==> src/hdl/tpt_pkg.sv <==
// ----------------------------------------------------------------------------
// tpt_pkg: shared constants and types for the paging translation unit
// Address split, TLB entry layout and control/status groups.
// ----------------------------------------------------------------------------
package tpt_pkg;

  localparam int TLB_ENTRIES = 16;
  localparam int NUM_FRAMES  = 128;
  localparam int NUM_PAGES   = 256;
  localparam int OFFSET_BITS = 8;

  localparam int ADDR_W  = 16;
  localparam int PA_W    = 15;
  localparam int CNT_W   = 16;
  localparam int PAGE_W  = $clog2(NUM_PAGES);
  localparam int FRAME_W = $clog2(NUM_FRAMES);
  localparam int FIU_W   = $clog2(NUM_FRAMES + 1);

  localparam logic [CNT_W-1:0] CNT_MAX = {CNT_W{1'b1}};

  typedef logic [PAGE_W-1:0]  page_t;
  typedef logic [FRAME_W-1:0] frame_t;

  typedef struct packed {
    logic   valid;
    page_t  page;
    frame_t frame;
  } tlb_entry_t;

  // insert shifts the chain; kill drops every entry naming kill_page
  typedef struct packed {
    logic   insert;
    page_t  ins_page;
    frame_t ins_frame;
    logic   kill;
    page_t  kill_page;
  } tlb_cmd_t;

  typedef struct packed {
    logic   hit;
    frame_t frame;
  } tlb_res_t;

endpackage

==> src/hdl/tpt_if.sv <==
// ----------------------------------------------------------------------------
// tpt_if: valid/ready channels of the paging translation unit
// Address channel in, translation result channel out.
// ----------------------------------------------------------------------------
interface tpt_in_if;
  logic                       valid;
  logic                       ready;
  logic [tpt_pkg::ADDR_W-1:0] vaddr;

  modport source (output valid, output vaddr, input ready);
  modport sink   (input valid, input vaddr, output ready);
endinterface

interface tpt_out_if;
  logic                      valid;
  logic                      ready;
  logic [tpt_pkg::PA_W-1:0]  paddr;
  logic                      tlb_hit;
  logic                      page_fault;
  logic [tpt_pkg::CNT_W-1:0] hit_total;
  logic [tpt_pkg::CNT_W-1:0] fault_total;

  modport source (output valid, output paddr, output tlb_hit, output page_fault,
                  output hit_total, output fault_total, input ready);
  modport sink   (input valid, input paddr, input tlb_hit, input page_fault,
                  input hit_total, input fault_total, output ready);
endinterface

==> src/hdl/tpt_ram.sv <==
// ----------------------------------------------------------------------------
// tpt_ram: generic single-write, single-read RAM
// One write port, one read port with registered read data.
// ----------------------------------------------------------------------------
module tpt_ram #(
  parameter int WIDTH = 8,
  parameter int DEPTH = 16
) (
  input  logic                     clk,
  input  logic                     we,
  input  logic [$clog2(DEPTH)-1:0] waddr,
  input  logic [WIDTH-1:0]         wdata,
  input  logic [$clog2(DEPTH)-1:0] raddr,
  output logic [WIDTH-1:0]         rdata
);

  logic [WIDTH-1:0] mem_r [DEPTH];
  logic [WIDTH-1:0] rdata_r;

  always_ff @(posedge clk) begin
    if (we) begin
      mem_r[waddr] <= wdata;
    end
    rdata_r <= mem_r[raddr];
  end

  assign rdata = rdata_r;

endmodule

==> src/hdl/tpt_tlb_cell.sv <==
// ----------------------------------------------------------------------------
// tpt_tlb_cell: one TLB entry of the shifting entry chain
// Compares against the lookup page, drops on a kill match, and takes the
// neighbor's entry when a new mapping is shifted in.
// ----------------------------------------------------------------------------
module tpt_tlb_cell (
  input  logic                clk,
  input  logic                rst_n,
  input  tpt_pkg::tlb_cmd_t   cmd,
  input  tpt_pkg::page_t      lookup_page,
  input  tpt_pkg::tlb_entry_t prev_entry,
  output tpt_pkg::tlb_entry_t next_entry,
  output logic                match,
  output tpt_pkg::frame_t     hit_frame
);

  tpt_pkg::tlb_entry_t entry_r;
  tpt_pkg::tlb_entry_t kept;

  always_comb begin
    kept = entry_r;
    if (cmd.kill && entry_r.page == cmd.kill_page) begin
      kept.valid = 1'b0;
    end
  end

  always_ff @(posedge clk) begin
    if (!rst_n) begin
      entry_r <= '0;
    end else if (cmd.insert) begin
      entry_r <= prev_entry;
    end else begin
      entry_r <= kept;
    end
  end

  assign next_entry = kept;
  assign match      = entry_r.valid && (entry_r.page == lookup_page);
  assign hit_frame  = match ? entry_r.frame : '0;

endmodule

==> src/hdl/tpt_tlb.sv <==
// ----------------------------------------------------------------------------
// tpt_tlb: TLB built as a chain of entry cells
// New mappings enter at cell 0 and age toward the end; the oldest falls out.
// ----------------------------------------------------------------------------
module tpt_tlb (
  input  logic              clk,
  input  logic              rst_n,
  input  tpt_pkg::tlb_cmd_t cmd,
  input  tpt_pkg::page_t    lookup_page,
  output tpt_pkg::tlb_res_t res
);

  tpt_pkg::tlb_entry_t            chain_in  [tpt_pkg::TLB_ENTRIES];
  tpt_pkg::tlb_entry_t            chain_out [tpt_pkg::TLB_ENTRIES];
  tpt_pkg::frame_t                hit_frame [tpt_pkg::TLB_ENTRIES];
  logic [tpt_pkg::TLB_ENTRIES-1:0] match;

  assign chain_in[0] = '{valid: 1'b1, page: cmd.ins_page, frame: cmd.ins_frame};

  for (genvar g = 0; g < tpt_pkg::TLB_ENTRIES; g++) begin : g_cell
    if (g > 0) begin : g_link
      assign chain_in[g] = chain_out[g-1];
    end
    tpt_tlb_cell u_cell (
      .clk         (clk),
      .rst_n       (rst_n),
      .cmd         (cmd),
      .lookup_page (lookup_page),
      .prev_entry  (chain_in[g]),
      .next_entry  (chain_out[g]),
      .match       (match[g]),
      .hit_frame   (hit_frame[g])
    );
  end

  // at most one valid entry per page, so the frames can be or-ed together
  always_comb begin
    res.hit   = |match;
    res.frame = '0;
    for (int i = 0; i < tpt_pkg::TLB_ENTRIES; i++) begin
      res.frame = res.frame | hit_frame[i];
    end
  end

endmodule

==> src/hdl/tlb_page_translation_fifo_unit.sv <==
// ----------------------------------------------------------------------------
// tlb_page_translation_fifo_unit: paging MMU with FIFO TLB and frame reuse
//
// in_ch carries one 16-bit logical address per word; out_ch returns one
// translation word per address: physical address, TLB hit and page fault
// flags, and saturating hit and fault totals after that access.
// For each word, the accepting edge reads the page table frame RAM
// and the frame owner RAM, the following cycle does the TLB cell compare,
// picks the frame, updates table, owners and TLB, and loads the result
// register; out_ch.valid rises as that register is loaded. A new address is
// accepted only once that lookup is done and while the receiver keeps up.
// On a fault, free frames go out in ascending order; once all are used the
// oldest frame is reclaimed and its page dropped from table and TLB.
// Reset clears TLB, table valid bits, frame counters and hit/fault totals;
// no clearing pass is needed. When out_ch stalls the result word is held and
// in_ch.ready stays low until the word is taken.
// ----------------------------------------------------------------------------
module tlb_page_translation_fifo_unit (
  input  logic       clk,
  input  logic       rst_n,
  tpt_in_if.sink     in_ch,
  tpt_out_if.source  out_ch
);

  typedef enum logic [1:0] {
    ST_IDLE = 2'b01,
    ST_LOOK = 2'b10
  } state_t;

  state_t                          state_r;
  logic [tpt_pkg::ADDR_W-1:0]      addr_r;
  logic                            out_valid_r;
  logic [tpt_pkg::PA_W-1:0]        pa_r;
  logic                            hit_r;
  logic                            fault_r;
  logic [tpt_pkg::CNT_W-1:0]       hit_cnt_r;
  logic [tpt_pkg::CNT_W-1:0]       fault_cnt_r;
  logic [tpt_pkg::FIU_W-1:0]       fiu_r;
  tpt_pkg::frame_t                 victim_r;
  logic [tpt_pkg::NUM_PAGES-1:0]   table_valid_r;

  logic                            accept;
  logic                            look;
  tpt_pkg::page_t                  in_page;
  tpt_pkg::page_t                  page;
  tpt_pkg::frame_t                 table_frame;
  tpt_pkg::page_t                  owner_page;
  tpt_pkg::tlb_cmd_t               tlb_cmd;
  tpt_pkg::tlb_res_t               tlb_res;
  logic                            fault;
  logic                            free_avail;
  tpt_pkg::frame_t                 frame_sel;

  assign accept  = in_ch.valid && in_ch.ready;
  assign look    = (state_r == ST_LOOK);
  assign in_page = in_ch.vaddr[tpt_pkg::OFFSET_BITS +: tpt_pkg::PAGE_W];
  assign page    = addr_r[tpt_pkg::OFFSET_BITS +: tpt_pkg::PAGE_W];

  assign in_ch.ready = (state_r == ST_IDLE) && (!out_valid_r || out_ch.ready);

  // page table frames and frame owners
  tpt_ram #(.WIDTH(tpt_pkg::FRAME_W), .DEPTH(tpt_pkg::NUM_PAGES)) u_table_ram (
    .clk   (clk),
    .we    (look && fault),
    .waddr (page),
    .wdata (frame_sel),
    .raddr (in_page),
    .rdata (table_frame)
  );

  tpt_ram #(.WIDTH(tpt_pkg::PAGE_W), .DEPTH(tpt_pkg::NUM_FRAMES)) u_owner_ram (
    .clk   (clk),
    .we    (look && fault),
    .waddr (frame_sel),
    .wdata (page),
    .raddr (victim_r),
    .rdata (owner_page)
  );

  tpt_tlb u_tlb (
    .clk         (clk),
    .rst_n       (rst_n),
    .cmd         (tlb_cmd),
    .lookup_page (page),
    .res         (tlb_res)
  );

  always_comb begin
    free_avail = (fiu_r < tpt_pkg::FIU_W'(tpt_pkg::NUM_FRAMES));
    fault      = !tlb_res.hit && !table_valid_r[page];
    if (tlb_res.hit) begin
      frame_sel = tlb_res.frame;
    end else if (!fault) begin
      frame_sel = table_frame;
    end else if (free_avail) begin
      frame_sel = fiu_r[tpt_pkg::FRAME_W-1:0];
    end else begin
      frame_sel = victim_r;
    end
    tlb_cmd.insert    = look && !tlb_res.hit;
    tlb_cmd.ins_page  = page;
    tlb_cmd.ins_frame = frame_sel;
    tlb_cmd.kill      = look && fault && !free_avail;
    tlb_cmd.kill_page = owner_page;
  end

  always_ff @(posedge clk) begin
    if (!rst_n) begin
      state_r       <= ST_IDLE;
      out_valid_r   <= 1'b0;
      hit_cnt_r     <= '0;
      fault_cnt_r   <= '0;
      fiu_r         <= '0;
      victim_r      <= '0;
      table_valid_r <= '0;
    end else begin
      if (out_valid_r && out_ch.ready) begin
        out_valid_r <= 1'b0;
      end
      unique case (state_r)
        ST_IDLE: begin
          if (accept) begin
            state_r <= ST_LOOK;
          end
        end
        ST_LOOK: begin
          state_r     <= ST_IDLE;
          out_valid_r <= 1'b1;
          if (tlb_res.hit && hit_cnt_r != tpt_pkg::CNT_MAX) begin
            hit_cnt_r <= hit_cnt_r + 1'b1;
          end
          if (fault) begin
            if (fault_cnt_r != tpt_pkg::CNT_MAX) begin
              fault_cnt_r <= fault_cnt_r + 1'b1;
            end
            if (free_avail) begin
              fiu_r <= fiu_r + 1'b1;
            end else begin
              table_valid_r[owner_page] <= 1'b0;
              victim_r <= (victim_r == tpt_pkg::FRAME_W'(tpt_pkg::NUM_FRAMES - 1)) ?
                          '0 : victim_r + 1'b1;
            end
            table_valid_r[page] <= 1'b1;
          end
        end
        default: begin
          state_r <= ST_IDLE;
        end
      endcase
    end
  end

  always_ff @(posedge clk) begin
    if (accept) begin
      addr_r <= in_ch.vaddr;
    end
    if (look) begin
      pa_r    <= tpt_pkg::PA_W'({frame_sel, addr_r[tpt_pkg::OFFSET_BITS-1:0]});
      hit_r   <= tlb_res.hit;
      fault_r <= fault;
    end
  end

  assign out_ch.valid       = out_valid_r;
  assign out_ch.paddr       = pa_r;
  assign out_ch.tlb_hit     = hit_r;
  assign out_ch.page_fault  = fault_r;
  assign out_ch.hit_total   = hit_cnt_r;
  assign out_ch.fault_total = fault_cnt_r;

  // the result register is free whenever a lookup finishes
  a_look_slot_free: assert property (@(posedge clk) disable iff (!rst_n)
    look |-> !out_valid_r)
    else $error("lookup finished with result register still full");

  a_look_fills: assert property (@(posedge clk) disable iff (!rst_n)
    look |=> out_valid_r && state_r == ST_IDLE)
    else $error("lookup did not produce a result word");

  a_frames_bound: assert property (@(posedge clk) disable iff (!rst_n)
    fiu_r <= tpt_pkg::FIU_W'(tpt_pkg::NUM_FRAMES))
    else $error("frames in use above frame count");

  a_fault_monotonic: assert property (@(posedge clk) disable iff (!rst_n)
    $past(rst_n) |-> fault_cnt_r >= $past(fault_cnt_r))
    else $error("fault total went backwards");

  a_victim_only_full: assert property (@(posedge clk) disable iff (!rst_n)
    victim_r != '0 |-> fiu_r == tpt_pkg::FIU_W'(tpt_pkg::NUM_FRAMES))
    else $error("frame reclaimed before all frames were handed out");

endmodule
==> src/flat_wrapper.sv <==
// flat-port wrapper written by rule: the top's interface ports become plain ports
module tlb_page_translation_fifo_unit_flat 
  (clk, rst_n, in_ch_valid, in_ch_vaddr, in_ch_ready, out_ch_valid, out_ch_paddr, out_ch_tlb_hit, out_ch_page_fault, out_ch_hit_total, out_ch_fault_total, out_ch_ready);
  tpt_in_if in_ch_i ();
  tpt_out_if out_ch_i ();
  input  logic clk;
  input  logic rst_n;
  input wire logic [$bits(in_ch_i.valid)-1:0] in_ch_valid;
  input wire logic [$bits(in_ch_i.vaddr)-1:0] in_ch_vaddr;
  output wire logic [$bits(in_ch_i.ready)-1:0] in_ch_ready;
  output wire logic [$bits(out_ch_i.valid)-1:0] out_ch_valid;
  output wire logic [$bits(out_ch_i.paddr)-1:0] out_ch_paddr;
  output wire logic [$bits(out_ch_i.tlb_hit)-1:0] out_ch_tlb_hit;
  output wire logic [$bits(out_ch_i.page_fault)-1:0] out_ch_page_fault;
  output wire logic [$bits(out_ch_i.hit_total)-1:0] out_ch_hit_total;
  output wire logic [$bits(out_ch_i.fault_total)-1:0] out_ch_fault_total;
  input wire logic [$bits(out_ch_i.ready)-1:0] out_ch_ready;
  assign in_ch_i.valid = in_ch_valid;
  assign in_ch_i.vaddr = in_ch_vaddr;
  assign in_ch_ready = in_ch_i.ready;
  assign out_ch_valid = out_ch_i.valid;
  assign out_ch_paddr = out_ch_i.paddr;
  assign out_ch_tlb_hit = out_ch_i.tlb_hit;
  assign out_ch_page_fault = out_ch_i.page_fault;
  assign out_ch_hit_total = out_ch_i.hit_total;
  assign out_ch_fault_total = out_ch_i.fault_total;
  assign out_ch_i.ready = out_ch_ready;
  tlb_page_translation_fifo_unit u_core (.clk(clk), .rst_n(rst_n), .in_ch(in_ch_i), .out_ch(out_ch_i));
endmodule
==> config.mk <==
export PLATFORM = sky130hd
export DESIGN_NAME = tlb_page_translation_fifo_unit_flat
export DESIGN_NICKNAME = d
export VERILOG_FILES = /design/src/hdl/tpt_pkg.sv /design/src/hdl/tpt_if.sv /design/src/hdl/tpt_ram.sv /design/src/hdl/tpt_tlb_cell.sv /design/src/hdl/tpt_tlb.sv /design/src/hdl/tlb_page_translation_fifo_unit.sv /design/src/flat_wrapper.sv
export SDC_FILE = /design/constraint.sdc
export NUM_CORES = 2
export LEC_CHECK = 0
export BUFFER_PORTS_ARGS = -buffer_cell sky130_fd_sc_hd__buf_2
export CORE_MARGIN = 5
export CORE_UTILIZATION = 25
export DETAILED_ROUTE_END_ITERATION = 8
export GPL_TIMING_DRIVEN = 0
export SYNTH_ARGS = -nofsm -noshare
export SYNTH_HDL_FRONTEND = slang
export SYNTH_SLANG_ARGS = --single-unit
==> constraint.sdc <==
create_clock -name clk -period 16.2 [get_ports clk]
set_clock_uncertainty 0.1 [all_clocks]
set_input_delay 1.62 -clock clk [delete_from_list [all_inputs] [get_ports clk]]
set_output_delay 1.62 -clock clk [all_outputs]
set_load 0.02 [all_outputs]
==> results.md <==
* Max Cap Violations at 5
* Final Util at 0.292
* Max-slew violation count at 42
* Setup Buffers After CTS at 0
* Max Root-Sink Buffers at 4
* Maximum fanout along the worst path at 10
* Port buffer count at 69
* Final period util at 0.626
* Synth Net Count at 7,766
* Max frequency at 0.0985 GHz
* Placed Cells at 15,200
* CP Cell Sequence: buf_2 -> buf_1 -> buf_1 -> mux2i_1 -> a22oi_1 -> nand3_1 -> nand4_1 -> o2111a_1 -> or4_1 -> buf_2 -> nor2_2 -> and4_1 -> clkbuf_1 -> clkbuf_1 -> nand2_1 -> inv_1
* H-tree levels at 5
* Post-synth top cells: 2,849 x edfxtp_1, 964 x mux4_2, 757 x nand2_1
* Top cells by area, synth: edfxtp_1 62%, mux4_2 16%, dfxtp_1 8.4%, a21boi_0 2.4%, nand2_1 2.1%
* Hold WC Path Type: reg2reg
* Vias in the first global route at 76,000
* Worst Max-Slew Pin Slew at 1.57 ns
* Mapped Cells at 7,742
* Dpl ws at 6.69 ns
* Final TNS setup at 0 ns
* Relative slew slack at -0.0501
* Final Hold Fails at 0
* Critical Path Slowest Stage Cell: clkbuf_1
* Ys flop type: edfxtp_1
* Die H at 751 um
* Hold path depth at 0
* First-pass GRT wire length at 601 mm
* Area Overhead vs Synth at 16.7%
* Initial antenna violation count at 40
* Clk pin slew, worst setup/hold paths at 0.06 ns
* Clock Tree Root: clkbuf_16
* Post-route cell area at 160,000 sq um
* Core area at 548,000 sq um
* Drt via density at 4.88
* DPL Wire Length at 307 mm
* Layout Cells excl Fill at 15,800
* Cell depth of the worst flop-to-flop path at 16
* Sequential element share of the synthesized area at 0.708
* PostCTS Resize Cnt at 0
* Starting Density at 0.250
* Cts hold-fix bufs at 0
* Fillers at 54,000
* Failing checks: capacitance limit, slew limit
* GRT overflow at 0
* Netlist cell types at 56
* Final antenna-violating net count at 0
* Cell Pwr Density at 117 nW/um^2
* Mapped cell area at 137,000 sq um
* Number of I/O pins at 71
* #FFs+latches synth at 3,426
* CTS tree: done
* Pleak at 49.1 nW
* Crit path launch type: flip-flop
* Total track usage at 0.149
* RSZ-0062 raised after global routing: no
* WHS at 0.320 ns
* CP endpoint kind: flip-flop
* Critical Path RT at 16.74 ns
* Cts bufs inserted at 359
* CTS Sinks at 3,426
* Die area at 564,000 sq um
* Die Wd at 751 um
* WS Path Type: reg2reg
* Routed wire length at 434 mm
* Placed instance area at 149,000 sq um
* Iteration-0 DRC Markers at 10,300
* Setup ws final at 6.05 ns
* Min Tclk post-route at 10.15 ns
* CP max stage delay at 1.19 ns
* Via Count at 77,200
* Area leader, netlist: edfxtp_1
* Peak supply drop at 0.0929 mV
* Drt pass-1 iters at 8
* Number of synthesized flops with an enable pin at 2,849
* Detailed-route wire length per cell at 27.4 um
* Top-count cell post-synth: edfxtp_1
* Mapped Avg Cell Area at 17.7 sq um
* Top cell type's share of synthesized area at 0.623
* FP Rows at 272
* Outcome: finished, violations left
* GP Congestion at 0.999
* Final setup vio count at 0
* Layout cells sized above 1 at 0.201
* Power, Total at 18.7 mW
* Remaining DRCs at 0
* Warnings from Yosys at 0
* Fin nets at 8,282
* Critical Path AT at 10.69 ns
* Async S/R FF share, synth at 0
* Pin count of the biggest net entering global routing at 150
* Clock Latency Late Sink at 1.04 ns
[worst paths after layout]
check | start | end | slack [ns]
worst max-delay path | u_core.addr_r[11]$_DFFE_PP_ | u_core.u_table_ram.mem_r[69][5]$_DFFE_PP_ | 6.05
worst min-delay path | u_core.addr_r[6]$_DFFE_PP_ | u_core.out_ch.paddr[6]$_DFFE_PP_ | 0.32
worst max register to register | u_core.addr_r[11]$_DFFE_PP_ | u_core.u_table_ram.mem_r[69][5]$_DFFE_PP_ | 6.05
worst min register to register | u_core.addr_r[6]$_DFFE_PP_ | u_core.out_ch.paddr[6]$_DFFE_PP_ | 0.32
[where the power goes]
group	internal [mW]	switching (mW)
registers	9.64	0.0110
logic	0.294	0.649
clock network	4.54	3.55
[final cells by class]
cell class              count  area [sq um]  share of cell area
inverters                 202           803             0.00502
flip-flops and latches   3426         97100               0.606
multi-input cells        3612         37600               0.235
clock buffers             460          9660              0.0603
well taps                7261          9080              0.0567
plain buffers             502          1940              0.0121
clock inverters           183          1690              0.0106
repair buffers            155          2170              0.0135
diodes                     18          45.0            0.000281
[metal layers]
metal | global-route usage | part of all wire
met1 | 0.198 | 0.40
met2 | 0.233 | 0.46
met3 | 0.0338 | 0.093
met4 | 0.0652 | 0.051
met5 | 0 | 0.00025
[critical path: cells and delay by family, from the launching register on]
family,cells,cell delay (ns)
AO/OA/AOI/OAI,2,0.35
buffers and inverters,7,5.47
flip-flops,1,0.77
multiplexers,1,0.46
AND/OR/NAND/NOR,6,2.57
[sequential cells by signal, summed over array words and instances (netlist names), 8 cells and up]
register,count
u_core.table_valid_r,256
u_core.addr_r,16
u_core.fiu_r,8
u_core.u_owner_ram.rdata,8
u_core.u_tlb.g_cell.u_cell.entry_r,16
u_core.out_ch.hit_total,16
u_core.u_table_ram.mem_r,1792
u_core.u_tlb.g_cell.u_cell.next_entry,240
u_core.u_owner_ram.mem_r,1024
u_core.out_ch.paddr,15
u_core.out_ch.fault_total,16
[cell usage in the layout (no fill, tap or decap), types with 16 or more instances in the layout]
cell | Yosys | routed
inv_1 | 199 | 195
and2_1 | 31 | 30
o21ai_0 | 211 | 211
buf_2 | 31 | 105
nand4_1 | 66 | 66
xnor2_1 | 257 | 257
clkinv_2 | 0 | 57
nand3_1 | 88 | 88
mux2_2 | 16 | 16
or3_1 | 16 | 16
a22oi_1 | 67 | 67
nand2_1 | 757 | 757
buf_16 | 0 | 49
clkinv_1 | 0 | 70
o21a_1 | 127 | 127
clkbuf_16 | 0 | 367
edfxtp_1 | 2849 | 2849
buf_1 | 106 | 97
dfxtp_1 | 577 | 577
clkbuf_1 | 363 | 442
diode_2 | 0 | 18
xor2_1 | 17 | 17
nor2_1 | 233 | 233
nor2b_1 | 30 | 29
a22o_1 | 17 | 17
nor3_1 | 46 | 34
a21oi_1 | 22 | 21
mux4_2 | 964 | 964
a21boi_0 | 432 | 432
mux2i_1 | 71 | 71
bufinv_16 | 0 | 19
[cells by family after synthesis]
| kind of cell | share of synthesized area |
|---|---|
| flops | 0.708 |
| xor+xnor | 0.0175 |
| mux | 0.165 |
| compound gates | 0.0471 |
| buf+inv | 0.0196 |
| simple gates | 0.0430 |
| fa+ha+maj | 0.000365 |
(Power assumes the default switching activity.)
